## config.mk

```make
export PLATFORM = sky130hd
export DESIGN_NAME = hex_ascii_frame_receiver
export DESIGN_NICKNAME = d
export VERILOG_FILES = /design/src/hafr_pkg.sv /design/src/hafr_frame.sv /design/src/hex_ascii_frame_receiver.sv
export SDC_FILE = /design/constraint.sdc
export NUM_CORES = 1
export LEC_CHECK = 0
export BUFFER_PORTS_ARGS = -buffer_cell sky130_fd_sc_hd__clkbuf_2
export CAP_MARGIN = 40
export CORE_MARGIN = 1.5
export CORE_UTILIZATION = 55
export DETAILED_ROUTE_END_ITERATION = 12
export GPL_TIMING_DRIVEN = 0
export PLACE_DENSITY = 0.74
export SYNTH_ARGS = -nofsm -noshare
export SYNTH_HDL_FRONTEND = slang
export SYNTH_SLANG_ARGS = --single-unit
```

## constraint.sdc

```tcl
create_clock -name clk -period 5.71 [get_ports clk]
set_input_delay 0.571 -clock clk [delete_from_list [all_inputs] [get_ports clk]]
set_output_delay 0.571 -clock clk [all_outputs]
set_load 0.005 [all_outputs]
```

## src/hafr_pkg.sv

```systemverilog
package hafr_pkg;

  typedef enum logic [1:0] {
    PH_IDLE = 2'd0,
    PH_HUNT = 2'd1,
    PH_CMD  = 2'd2,
    PH_DATA = 2'd3
  } phase_t;

  typedef enum logic [1:0] {
    FUNC_ARM  = 2'd0,
    FUNC_CHAR = 2'd1,
    FUNC_TICK = 2'd2
  } func_t;

  typedef enum logic [1:0] {
    ST_OK       = 2'd0,
    ST_TIMEOUT  = 2'd1,
    ST_OVERFLOW = 2'd2,
    ST_BAD_SUM  = 2'd3
  } status_t;

  localparam logic KIND_DATA = 1'b0;
  localparam logic KIND_END  = 1'b1;

  localparam logic REG_CHECK_MAGIC   = 1'b0;
  localparam logic REG_TIMEOUT_TICKS = 1'b1;

  localparam logic [7:0] CHAR_COLON   = 8'h3A;
  localparam logic [7:0] CHAR_NEWLINE = 8'h0A;

  localparam int COUNT_W = 8;
  localparam int TICK_W  = 16;

  typedef struct packed {
    logic               valid;
    logic               kind;
    logic [1:0]         status;
    logic [3:0]         command_nibble;
    logic [7:0]         data_byte;
    logic [COUNT_W-1:0] char_count;
  } result_t;

  function automatic logic [3:0] hex_nibble(input logic [7:0] c);
    logic [3:0] n;
    n = 4'd0;
    if (c >= 8'h30 && c <= 8'h39) begin
      n = c[3:0];
    end else if ((c >= 8'h41 && c <= 8'h46) || (c >= 8'h61 && c <= 8'h66)) begin
      n = c[3:0] + 4'd9;
    end
    return n;
  endfunction

endpackage

```

## src/hafr_frame.sv

```systemverilog
module hafr_frame #(
  parameter int MAX_CHARS = 100
) (
  input  logic                    clk,
  input  logic                    rst,
  input  logic                    accept,
  input  logic [1:0]              func,
  input  logic [7:0]              rx_char,
  input  logic [7:0]              check_magic,
  input  logic [15:0]             timeout_ticks,
  output hafr_pkg::result_t       res
);
  import hafr_pkg::*;

  localparam logic [COUNT_W-1:0] MaxCount = COUNT_W'(MAX_CHARS);

  phase_t              phase, phase_next;
  logic [COUNT_W-1:0]  stored_count, stored_count_next;
  logic [7:0]          running_sum, running_sum_next;
  logic [3:0]          pending_high_nibble, pending_high_nibble_next;
  logic                nibble_waiting, nibble_waiting_next;
  logic [TICK_W-1:0]   tick_counter, tick_counter_next;
  logic [3:0]          frame_command, frame_command_next;

  logic [3:0]          nib;
  logic [7:0]          byte_val;
  logic [COUNT_W-1:0]  count_inc;
  logic                in_frame;
  logic                is_newline;
  logic                is_overflow;
  logic                is_timeout;

  assign nib         = hex_nibble(rx_char);
  assign byte_val    = {pending_high_nibble, nib};
  assign count_inc   = stored_count + COUNT_W'(1);
  assign in_frame    = (phase == PH_CMD) || (phase == PH_DATA);
  assign is_newline  = (rx_char == CHAR_NEWLINE);
  assign is_overflow = count_inc >= MaxCount;
  assign is_timeout  = tick_counter >= timeout_ticks;

  always_comb begin
    phase_next               = phase;
    stored_count_next        = stored_count;
    running_sum_next         = running_sum;
    pending_high_nibble_next = pending_high_nibble;
    nibble_waiting_next      = nibble_waiting;
    tick_counter_next        = tick_counter;
    frame_command_next       = frame_command;
    if (accept) begin
      case (func)
        FUNC_ARM: begin
          phase_next               = PH_HUNT;
          stored_count_next        = '0;
          running_sum_next         = '0;
          pending_high_nibble_next = '0;
          nibble_waiting_next      = 1'b0;
          tick_counter_next        = '0;
          frame_command_next       = '0;
        end
        FUNC_TICK: begin
          if (phase != PH_IDLE) begin
            if (is_timeout) begin
              phase_next = PH_IDLE;
            end else begin
              tick_counter_next = tick_counter + TICK_W'(1);
            end
          end
        end
        FUNC_CHAR: begin
          if (phase == PH_HUNT) begin
            if (rx_char == CHAR_COLON) begin
              stored_count_next = COUNT_W'(1);
              phase_next        = PH_CMD;
            end
          end else if (in_frame) begin
            if (is_newline) begin
              phase_next = PH_IDLE;
            end else begin
              stored_count_next = count_inc;
              if (is_overflow) begin
                phase_next = PH_IDLE;
              end else if (phase == PH_CMD) begin
                frame_command_next = nib;
                running_sum_next   = {4'd0, nib};
                phase_next         = PH_DATA;
              end else if (!nibble_waiting) begin
                pending_high_nibble_next = nib;
                nibble_waiting_next      = 1'b1;
              end else begin
                nibble_waiting_next = 1'b0;
                running_sum_next    = running_sum + byte_val;
              end
            end
          end
        end
        default: ;
      endcase
    end
  end

  always_comb begin
    res                = '0;
    res.command_nibble = frame_command;
    if (accept && func == FUNC_TICK && phase != PH_IDLE && is_timeout) begin
      res.valid      = 1'b1;
      res.kind       = KIND_END;
      res.status     = ST_TIMEOUT;
      res.char_count = stored_count;
    end else if (accept && func == FUNC_CHAR && in_frame) begin
      if (is_newline) begin
        res.valid      = 1'b1;
        res.kind       = KIND_END;
        res.status     = (running_sum == check_magic) ? ST_OK : ST_BAD_SUM;
        res.char_count = stored_count;
      end else if (is_overflow) begin
        res.valid      = 1'b1;
        res.kind       = KIND_END;
        res.status     = ST_OVERFLOW;
        res.char_count = count_inc;
      end else if (phase == PH_DATA && nibble_waiting) begin
        res.valid     = 1'b1;
        res.kind      = KIND_DATA;
        res.data_byte = byte_val;
      end
    end
  end

  always_ff @(posedge clk) begin
    if (rst) begin
      phase               <= PH_IDLE;
      stored_count        <= '0;
      running_sum         <= '0;
      pending_high_nibble <= '0;
      nibble_waiting      <= 1'b0;
      tick_counter        <= '0;
      frame_command       <= '0;
    end else begin
      phase               <= phase_next;
      stored_count        <= stored_count_next;
      running_sum         <= running_sum_next;
      pending_high_nibble <= pending_high_nibble_next;
      nibble_waiting      <= nibble_waiting_next;
      tick_counter        <= tick_counter_next;
      frame_command       <= frame_command_next;
    end
  end

endmodule

```

## src/hex_ascii_frame_receiver.sv

```systemverilog
// Receiver for ASCII hex response frames of the form ':' C HH .. HH '\n'.
// Input stream: one word per character or timer event. s_tuser carries the
// function (arm, character, tick), s_tdata the character. An arm word
// starts a receive and restarts the timeout count.
// Output stream: m_tuser is the kind (decoded byte or frame end), m_tdata
// holds status, command nibble, data byte and character count.
// Throughput: one input word per cycle unless the output stalls. A word is
// decoded in the cycle it is accepted; its result, if any, sits in the output
// register on the next cycle. The output register is the only buffer:
// s_tready drops only while it holds a result and m_tready is low.
// Configuration: cfg_we writes check value (index 0) or timeout ticks
// (index 1); write only while no frame is active.
// Reset: the receiver goes idle and ignores characters and ticks until the
// next arm word; registers return to check value 85 and 1000 ticks, and the
// output register empties.
module hex_ascii_frame_receiver #(
  parameter int MAX_CHARS = 100
) (
  input  logic        clk,
  input  logic        rst,
  input  logic        s_tvalid,
  output logic        s_tready,
  input  logic [7:0]  s_tdata,   // [7:0] rx_char
  input  logic [1:0]  s_tuser,   // [1:0] func
  output logic        m_tvalid,
  input  logic        m_tready,
  output logic [23:0] m_tdata,   // [1:0] status, [5:2] command_nibble,
                                 // [13:6] data_byte, [21:14] char_count, [23:22] zero
  output logic        m_tuser,   // [0] kind
  input  logic        cfg_we,
  input  logic        cfg_index,
  input  logic [15:0] cfg_data
);
  import hafr_pkg::*;

  logic [7:0]  check_magic;
  logic [15:0] timeout_ticks;
  logic        accept;
  result_t     res;

  assign s_tready = !m_tvalid || m_tready;
  assign accept   = s_tvalid && s_tready;

  always_ff @(posedge clk) begin
    if (rst) begin
      check_magic   <= 8'd85;
      timeout_ticks <= 16'd1000;
    end else if (cfg_we) begin
      unique case (cfg_index)
        REG_CHECK_MAGIC:   check_magic   <= cfg_data[7:0];
        REG_TIMEOUT_TICKS: timeout_ticks <= cfg_data;
        default: ;
      endcase
    end
  end

  hafr_frame #(
    .MAX_CHARS(MAX_CHARS)
  ) u_frame (
    .clk          (clk),
    .rst          (rst),
    .accept       (accept),
    .func         (s_tuser),
    .rx_char      (s_tdata),
    .check_magic  (check_magic),
    .timeout_ticks(timeout_ticks),
    .res          (res)
  );

  always_ff @(posedge clk) begin
    if (rst) begin
      m_tvalid <= 1'b0;
    end else if (accept && res.valid) begin
      m_tvalid <= 1'b1;
    end else if (m_tready) begin
      m_tvalid <= 1'b0;
    end
  end

  always_ff @(posedge clk) begin
    if (accept && res.valid) begin
      m_tuser <= res.kind;
      m_tdata <= {2'b00, res.char_count, res.data_byte, res.command_nibble, res.status};
    end
  end

endmodule

```

==> run summary, run 1 <==
Worst-case hold path end point: timeout_ticks[11]$_SDFFE_PP0P_. The top cell types in the final layout, fill and taps aside, are sky130_fd_sc_hd__nand2_1, sky130_fd_sc_hd__dfxtp_1, sky130_fd_sc_hd__clkbuf_2, sky130_fd_sc_hd__a21oi_1, sky130_fd_sc_hd__ha_1. In this run the critical register-to-register path is captured at m_tdata[8]$_SDFFCE_PP0P_.

The number of antenna violations at the first check in global routing is 0. After clock tree synthesis, the setup repair step added 0 buffers. The path depth of the worst reg2reg path was 8. The number of failing hold endpoints at the final stage is 0.

For the final database, setup skew stands at 0.0114 ns. The share of flip-flops with an asynchronous set or reset after synthesis was 0. The run gives 0.905 as the routability congestion estimate. For this design, the sink count on the clock tree is 91. The number of iterations in the first detailed-routing pass was 4. Startpoint type of the worst setup path: a primary input. For the Yosys warning count, the log shows 0. After the first detailed-routing iteration, the DRC count stood at 248. Total of hold buffers inserted after clock tree synthesis: 0. STA puts the critical path data arrival time at 4.01 ns. The overall global routing resource usage was 0.249. The detail route stage leaves a number of antenna-violating nets equal to 0. The run gives 2.63 ns as the internal reg-to-reg setup slack. The number of flops mapped to enable cells by yosys was 23. In this run the standard cell core region covers 0.00924 mm^2.

The setup slack after placement was 1.69 ns; the detailed-route via count was 4,695. The detail-routed net length per standard cell was 15.5 um; the combinational power share was 0.085. The part of the power in the clock network was 0.356. The path class of the tightest hold or removal check is in -> reg.

The final layout contains routed wiring with a total length of 12,400 um. The logs give 6.00 ns for the required time at the worst-slack endpoint and 20,200 um for the first-pass GRT wire length. STA classifies the critical path endpoint as a flop. The max-slew violation total from the final report was 0.

The number of distinct standard cells referenced by the synthesized netlist is 75, and the number of global-route vias before repair is 4,219. The final layout contains 728 nets. The run gives 0.392 as the sequential-to-total area share from yosys stat. The minimum setup slack in the final design is 1.99 ns, and the effective utilization at floorplan is 0.567. The flow ran to the end, and the final reports show no timing, DRC or antenna violations. The switching part of the total was 0.265; the final critical delay including setup and external delays was 3.72 ns.

The average instance area after synthesis is 8.84 um^2, and the highest ir drop seen on vdd is 0.000101 V. The normalized max-slew margin came out at 0.495. The run gives 0 as the setup-violating endpoint count in the final report. The ratio of routed vias to standard cells is 5.91, and the global-route congestion overflow total is 0. Max-cap violations in this run came to 0. Leaving out fill and tap cells, the most frequent cell in the layout is sky130_fd_sc_hd__nand2_1. The count of cells resized by post-cts repair is 0.

The fmax came out at 269 MHz. After floorplanning, the core was divided into 35 placement rows. The leading register cell type out of synthesis was sky130_fd_sc_hd__dfxtp_1.

Setup repair after global routing left no endpoint under its margin. No sink is reached through more buffers than the 2 on the longest clock path. The number of buffers added on ports is 55, and the post-DP HPWL is 9420 um. Register share of total power: 0.559. TritonCTS built the clock tree. For the count of pins on the block boundary, the log shows 59. The accumulated negative setup slack was 0 ns. For the pin with the worst max-slew slack, the measured transition is 0.751 ns. The tools report the internal power as 884 uW. The tools report the clock insertion delay at the later pin of the skew report as 0.37 ns.

The gate count after technology mapping is 593, and the clock transition time at the flip-flop clock pins of the worst setup and hold paths is 0.09 ns. The total power per unit cell area came out at 204 mW/mm^2. Counting instances, the worst hold path has a depth of 3. The worst register-to-register path begins at u_frame.stored_count[0]$_SDFFE_PP0P_. Compared with the post-synthesis result, the final layout area differs by 12.5%. The die is 101 um wide. Proportion of layout cells with a drive suffix above 1: 0.149. In this run the power spent charging and discharging nets is 318 uW.

For this design the static power due to leakage is 0.00229 uW. The final critical-path share of the clock period is 0.651. The tools report the largest net degree at the start of global routing as 18. The number of register bits inferred by synthesis came out at 91. The floorplan step defined a die boundary enclosing 0.0101 mm^2. The repair_antennas step left the layout with diodes totalling 0. The die boundary height works out to 101 um. The setup path with the least slack is of type in -> reg. The master cell of the clock root buffer is sky130_fd_sc_hd__clkbuf_8. The startpoint identified for the worst hold timing path is cfg_data[11]. Fill cell total of the finished layout: 816. In the routed design, unresolved DRC markers number 0. Counting the buffers created by CTS gives 9. The tools report the H-tree depth as 3. The cell area that synthesis handed to floorplanning was 0.00524 mm^2. Along the worst path, the maximum fanout reaches 5.
[power groups by stage]
stage	Combinational (uW)	Sequential (uW)	Clock (uW)
final	102	671	428
after global routing	115	673	464
after CTS	102	671	433
after detailed placement	101	686	0
after global placement	97.1	686	0
after floorplan	67.1	685	0
[per-stage QoR]
step / cell area, um^2 / hold WS, ns / utilization / cells / total power [uW]
finish: 5890 / 0.428 / 0.638 / 795 / 1200
global route: 5890 / 0.438 / 0.638 / 795 / 1250
CTS: 5890 / 0.427 / 0.638 / 795 / 1210
detailed placement: 5700 / 0.421 / 0.617 / 779 / 787
global placement: 5680 / 0.418 / 0.615 / 778 / 783
floorplan: 5240 / 0.409 / - / 594 / 752
[logic make-up (layout without fill, tap and decap cells)]
| family | after synthesis | count (layout) | synth area share |
|---|---|---|---|
| AOI/OAI and AO/OA | 146 | 146 | 0.192 |
| other | 1 | 2 | 0.000716 |
| adders and majority gates | 35 | 35 | 0.0850 |
| and+or+nand+nor | 230 | 230 | 0.227 |
| muxes | 14 | 14 | 0.0279 |
| buffers and inverters | 62 | 134 | 0.0518 |
| DFF | 91 | 91 | 0.392 |
| xor gates and xnor gates | 14 | 14 | 0.0234 |
[layout make-up]
cell class	instances	area (um^2)	share of cell area
multi-input cells	441	2920	0.496
well taps	129	161	0.0274
flip-flops and latches	91	2050	0.348
clock inverters	6	56.3	0.00955
plain buffers	29	148	0.0251
repair buffers	56	290	0.0493
inverters	33	124	0.0210
clock buffers	10	138	0.0234
[critical path: stages]
cell	delay, ns
sky130_fd_sc_hd__clkbuf_2	0.11
sky130_fd_sc_hd__or4b_1	0.52
sky130_fd_sc_hd__a311oi_1	0.51
sky130_fd_sc_hd__a211oi_1	0.16
sky130_fd_sc_hd__a21oi_1	0.40
sky130_fd_sc_hd__ha_1	0.37
sky130_fd_sc_hd__nand3_1	0.09
sky130_fd_sc_hd__o211ai_1	0.12
sky130_fd_sc_hd__o41ai_1	0.55
sky130_fd_sc_hd__xor2_1	0.16
sky130_fd_sc_hd__or3_1	0.34
sky130_fd_sc_hd__a31oi_1	0.12
[metal layers]
layer	global-route usage	part of all wire
met1	0.324	0.45
met2	0.428	0.48
met3	0.0423	0.055
met4	0.0672	0.014
met5	0	0
[sequential cells by signal, summed over array words and instances (netlist names)]
register                     cells
u_frame.tick_counter            16
m_tvalid                         1
u_frame.phase                    2
u_frame.pending_high_nibble      4
timeout_ticks                   16
u_frame.running_sum              8
m_tuser                          1
u_frame.frame_command            4
m_tdata                         22
check_magic                      8
u_frame.stored_count             8
u_frame.nibble_waiting           1
[cell usage after synthesis (2+ instances only)]
| library cell | count | area (um^2) |
|---|---|---|
| sky130_fd_sc_hd__or3_1 | 10 | 62.6 |
| sky130_fd_sc_hd__a22oi_1 | 4 | 30.0 |
| sky130_fd_sc_hd__a211oi_1 | 2 | 15.0 |
| sky130_fd_sc_hd__a31oi_1 | 5 | 31.3 |
| sky130_fd_sc_hd__buf_2 | 7 | 35.0 |
| sky130_fd_sc_hd__nand4b_1 | 2 | 17.5 |
| sky130_fd_sc_hd__nand3_1 | 29 | 145 |
| sky130_fd_sc_hd__nand2_1 | 74 | 278 |
| sky130_fd_sc_hd__nor2_1 | 26 | 97.6 |
| sky130_fd_sc_hd__nor2b_1 | 7 | 43.8 |
| sky130_fd_sc_hd__ha_1 | 34 | 425 |
| sky130_fd_sc_hd__a211o_1 | 2 | 17.5 |
| sky130_fd_sc_hd__o32ai_1 | 3 | 26.3 |
| sky130_fd_sc_hd__clkbuf_1 | 16 | 60.1 |
| sky130_fd_sc_hd__nand4_1 | 12 | 75.1 |
| sky130_fd_sc_hd__o211ai_1 | 13 | 97.6 |
| sky130_fd_sc_hd__inv_2 | 2 | 7.51 |
| sky130_fd_sc_hd__nand2b_1 | 5 | 31.3 |
| sky130_fd_sc_hd__xnor2_1 | 8 | 70.1 |
| sky130_fd_sc_hd__o2111ai_1 | 3 | 26.3 |
| sky130_fd_sc_hd__xor2_1 | 6 | 52.6 |
| sky130_fd_sc_hd__inv_1 | 30 | 113 |
| sky130_fd_sc_hd__o21ai_0 | 29 | 145 |
| sky130_fd_sc_hd__a311oi_1 | 2 | 17.5 |
| sky130_fd_sc_hd__and4_1 | 3 | 26.3 |
| sky130_fd_sc_hd__or4_1 | 10 | 75.1 |
| sky130_fd_sc_hd__nor3_1 | 15 | 75.1 |
| sky130_fd_sc_hd__nor3b_1 | 2 | 15.0 |
| sky130_fd_sc_hd__a32o_1 | 10 | 100 |
| sky130_fd_sc_hd__buf_6 | 2 | 22.5 |
| sky130_fd_sc_hd__o31ai_1 | 6 | 45.0 |
| sky130_fd_sc_hd__a21oi_1 | 43 | 215 |
| sky130_fd_sc_hd__mux2i_1 | 12 | 120 |
| sky130_fd_sc_hd__edfxtp_1 | 23 | 691 |
| sky130_fd_sc_hd__and3_1 | 17 | 106 |
| sky130_fd_sc_hd__dfxtp_1 | 68 | 1360 |
| sky130_fd_sc_hd__nand3b_1 | 2 | 15.0 |
| sky130_fd_sc_hd__nor4_1 | 4 | 25.0 |
| sky130_fd_sc_hd__o41ai_1 | 2 | 17.5 |
| sky130_fd_sc_hd__buf_4 | 4 | 30.0 |
| sky130_fd_sc_hd__and2_1 | 2 | 12.5 |
| sky130_fd_sc_hd__o21bai_1 | 4 | 30.0 |
[worst max-delay path by stage]
stage,start,to,cells past startpoint
floorplan,u_frame.stored_count[0]$_SDFFE_PP0P_,m_tdata[0]$_SDFFCE_PP1P_,7
global placement,s_tdata[6],m_tdata[5]$_DFFE_PP_,6
detailed placement,s_tdata[3],u_frame.running_sum[7]$_SDFFE_PP0P_,12
CTS,s_tdata[3],u_frame.running_sum[7]$_SDFFE_PP0P_,12
global route,s_tdata[3],u_frame.running_sum[7]$_SDFFE_PP0P_,12
finish,s_tdata[3],u_frame.running_sum[7]$_SDFFE_PP0P_,12
Note: power is estimated with default switching activity, not from simulation.
==> inputs of run 2 (changes only) <==
- CORE_UTILIZATION: 55 -> 53
- clock period: 5.71 -> 3.1 ns (I/O delays scaled with it)
==> run summary, run 2 (same netlist as run 1, synthesis figures left out) <==
The run finished with clean final reports. The floorplan step set the die height to 102 um. The CTS sink count came out at 91.

After detailed routing, the average wire length per cell comes to 15.6 um. Clock-pin slew was measured on the worst setup and hold paths at 0.09 ns. In this run the most critical hold path is launched from cfg_data[10].

In this run, CTS created clock tree buffers numbering 9. Number of buffers added on ports: 55. The combinational power share was 0.084; the iteration-0 DRC count of the detailed router was 215. Count of pins on the block boundary: 59. In this run the critical register-to-register path is captured at m_tdata[6]$_SDFFCE_PP0P_.

After floorplanning, the core was divided into 36 placement rows. The final critical delay including setup and external delays came out at 2.90 ns. The largest registers in the layout are m_tdata x22, timeout_ticks x16, u_frame.tick_counter x16. The worst setup path is captured at a flop. Counting flops per register, the top entry is m_tdata. The standby leakage power was 0.00232 uW; the effective utilization at floorplan was 0.541.

Start-to-end type of the worst setup path: in -> reg. At the end of the flow, the number of nets in the layout was 730. The logs give 9470 um for the post-DP HPWL and 1680 uW for the internal power. The worst path meets setup with 0.200 ns of slack. The maximum clock insertion buffer count was 2. The run gives 0 as the number of failing hold endpoints at the final stage. The master cell of the clock root buffer was sky130_fd_sc_hd__clkbuf_8. First-pass GRT wire length: 20,700 um.

The tools report the final wirelength as 12,500 um. The proportion of layout cells with a drive suffix above 1 is 0.159, and the setup slack after placement is -0.492 ns. Setup repair after global routing left no endpoint under its margin. Startpoint type of the worst setup path: a primary input. The path with the worst hold slack has its endpoint at timeout_ticks[10]$_SDFFE_PP0P_. Power spread over the standard cell area amounts to 379 mW/mm^2.

In the routed design, unresolved DRC markers number 0. Counting instances, the worst hold path has a depth of 3. Delay of the slowest cell on the worst path: 0.53 ns. The number of iterations in the first detailed-routing pass was 5; the switching part of the total was 0.254.

The critical path goes through clkbuf_2, or4b_1, a311oi_2, a22o_1, ha_1, a21oi_1, o211ai_1, o41ai_2, xor2_1, or3_1, a31oi_1. In this run the worst setup path begins at s_tdata[3]. The clock reaches the later pin of the worst-skew pair after 0.37 ns. Setup violations remaining at the end of the flow were counted as 0.

Register share of total power: 0.548. The core outline area came out at 0.00968 mm^2. For the global-route congestion overflow total, the log shows 0.

The largest net degree at the start of global routing was 18; the number of max-cap violations was 0. At the pin with the least slew margin, the transition time is 0.789 ns. After detailed placement, the design holds a cell count of 783. The startpoint identified for the worst register-to-register timing path is u_frame.stored_count[0]$_SDFFE_PP0P_. Dividing the detail-routed via count by the number of cells gives 5.92. The run gives 0.28 ns as the internal reg-to-reg setup slack. The run gives 0 as the max-slew violation total from the final report. The worst hold path class is in -> reg. The run gives 0.368 as the part of the power in the clock network.

The setup skew after layout was 0.0131 ns. The overall global routing resource usage is 0.251. The fmax is 345 MHz. TritonCTS built the clock tree. In this run the number of H-tree levels came out at 3. Most frequent standard cell in the layout excluding fill and tap cells: sky130_fd_sc_hd__nand2_1. The run gives 801 as the number of cells in the finished layout apart from fillers. The number of global-route vias before repair is 4,367, and the number of flip-flops in the largest register is 22.

The number of cells on the worst reg-to-reg path is 8. Among all stages on the critical path, the largest delay is contributed by sky130_fd_sc_hd__or4b_1. The normalized max-slew margin is 0.469. 0 antenna diodes ended up in the layout.

Of all nets on the critical path, the largest fanout is 5. The worst-case IR drop observed on VDD is 0.000260 V. The logs give 0.872 for the routability congestion estimate and 0 for the number of antenna violations at the first check in global routing.

The area overhead of the layout relative to synthesis works out to 13.7%. Summed over all nets, the switching power comes to 574 uW. The die span in x works out to 102 um. Data on the critical path is required at its endpoint by 3.39 ns. The total die area is 0.0105 mm^2, and the number of antenna-violating nets in the routed design is 0.

The final critical-path share of the clock period was 0.936; the detailed-route via count was 4,739. Leaving out fill and tap cells, the most frequent cells in the layout are sky130_fd_sc_hd__nand2_1, sky130_fd_sc_hd__dfxtp_1, sky130_fd_sc_hd__clkbuf_2, sky130_fd_sc_hd__a21oi_1, sky130_fd_sc_hd__ha_1. Data on the critical path arrives at its endpoint at 3.19 ns.
-- run 2: final cells by class --
type	count	area (um^2)
Fill cell	850	3730
Multi-Input combinational cell	441	2960
Sequential cell	91	2050
Timing Repair Buffer	58	305
Tap cell	133	166
Buffer	29	148
Clock buffer	10	128
Inverter	33	124
Clock inverter	6	73.8
-- run 2: metal layers --
metal / global-route usage / up-vias / part of all wire
met3: 0.0369 / 20 / 0.050
met5: 0 / - / 0
met4: 0.0906 / 0 / 0.020
met2: 0.421 / 140 / 0.47
li1: - / 2347 / -
met1: 0.328 / 2232 / 0.46
-- run 2: metrics by stage --
stage / power, uW / util / TNS (ns) / hold slack (ns) / area (um^2)
floorplan: 1380 / - / 0 / 0.409 / 5250
global placement: 1440 / 0.587 / -3.48 / 0.421 / 5690
detailed placement: 1450 / 0.589 / -0.857 / 0.422 / 5700
CTS: 2260 / 0.610 / 0 / 0.152 / 5910
global route: 2330 / 0.615 / 0 / 0.170 / 5960
finish: 2260 / 0.615 / 0 / 0.160 / 5960
-- run 2: worst max path at each step --
stage                                               end
floorplan           u_frame.running_sum[7]$_SDFFE_PP0P_
detailed placement  u_frame.running_sum[7]$_SDFFE_PP0P_
finish              u_frame.running_sum[7]$_SDFFE_PP0P_
global placement    u_frame.running_sum[7]$_SDFFE_PP0P_
global route        u_frame.running_sum[7]$_SDFFE_PP0P_
CTS                 u_frame.running_sum[7]$_SDFFE_PP0P_
-- run 2: critical path, delay by kind of cell --
kind	cells	cell delay, ns
AO/OA/AOI/OAI	6	1.50
buffers and inverters	1	0.11
XOR/XNOR	1	0.13
adder cells (fa/ha/maj)	1	0.27
AND/OR/NAND/NOR	2	0.85
-- run 2: power groups by stage --
stage / Combinational (uW) / Clock (uW) / Sequential (uW)
2_1_floorplan: 124 / 0 / 1260
3_3_place_gp: 179 / 0 / 1260
6_report: 190 / 831 / 1240
4_1_cts: 187 / 834 / 1240
5_1_grt: 213 / 880 / 1240
3_5_place_dp: 185 / 0 / 1260
-- run 2: what timing repair did --
action | 4_1_cts | 5_1_grt
pin swaps | 0 | 1
hold buffers | 0 | 0
gates resized for setup | 1 | 5
buffers inserted | 0 | 2
setup endpoints to repair | 1 | 25
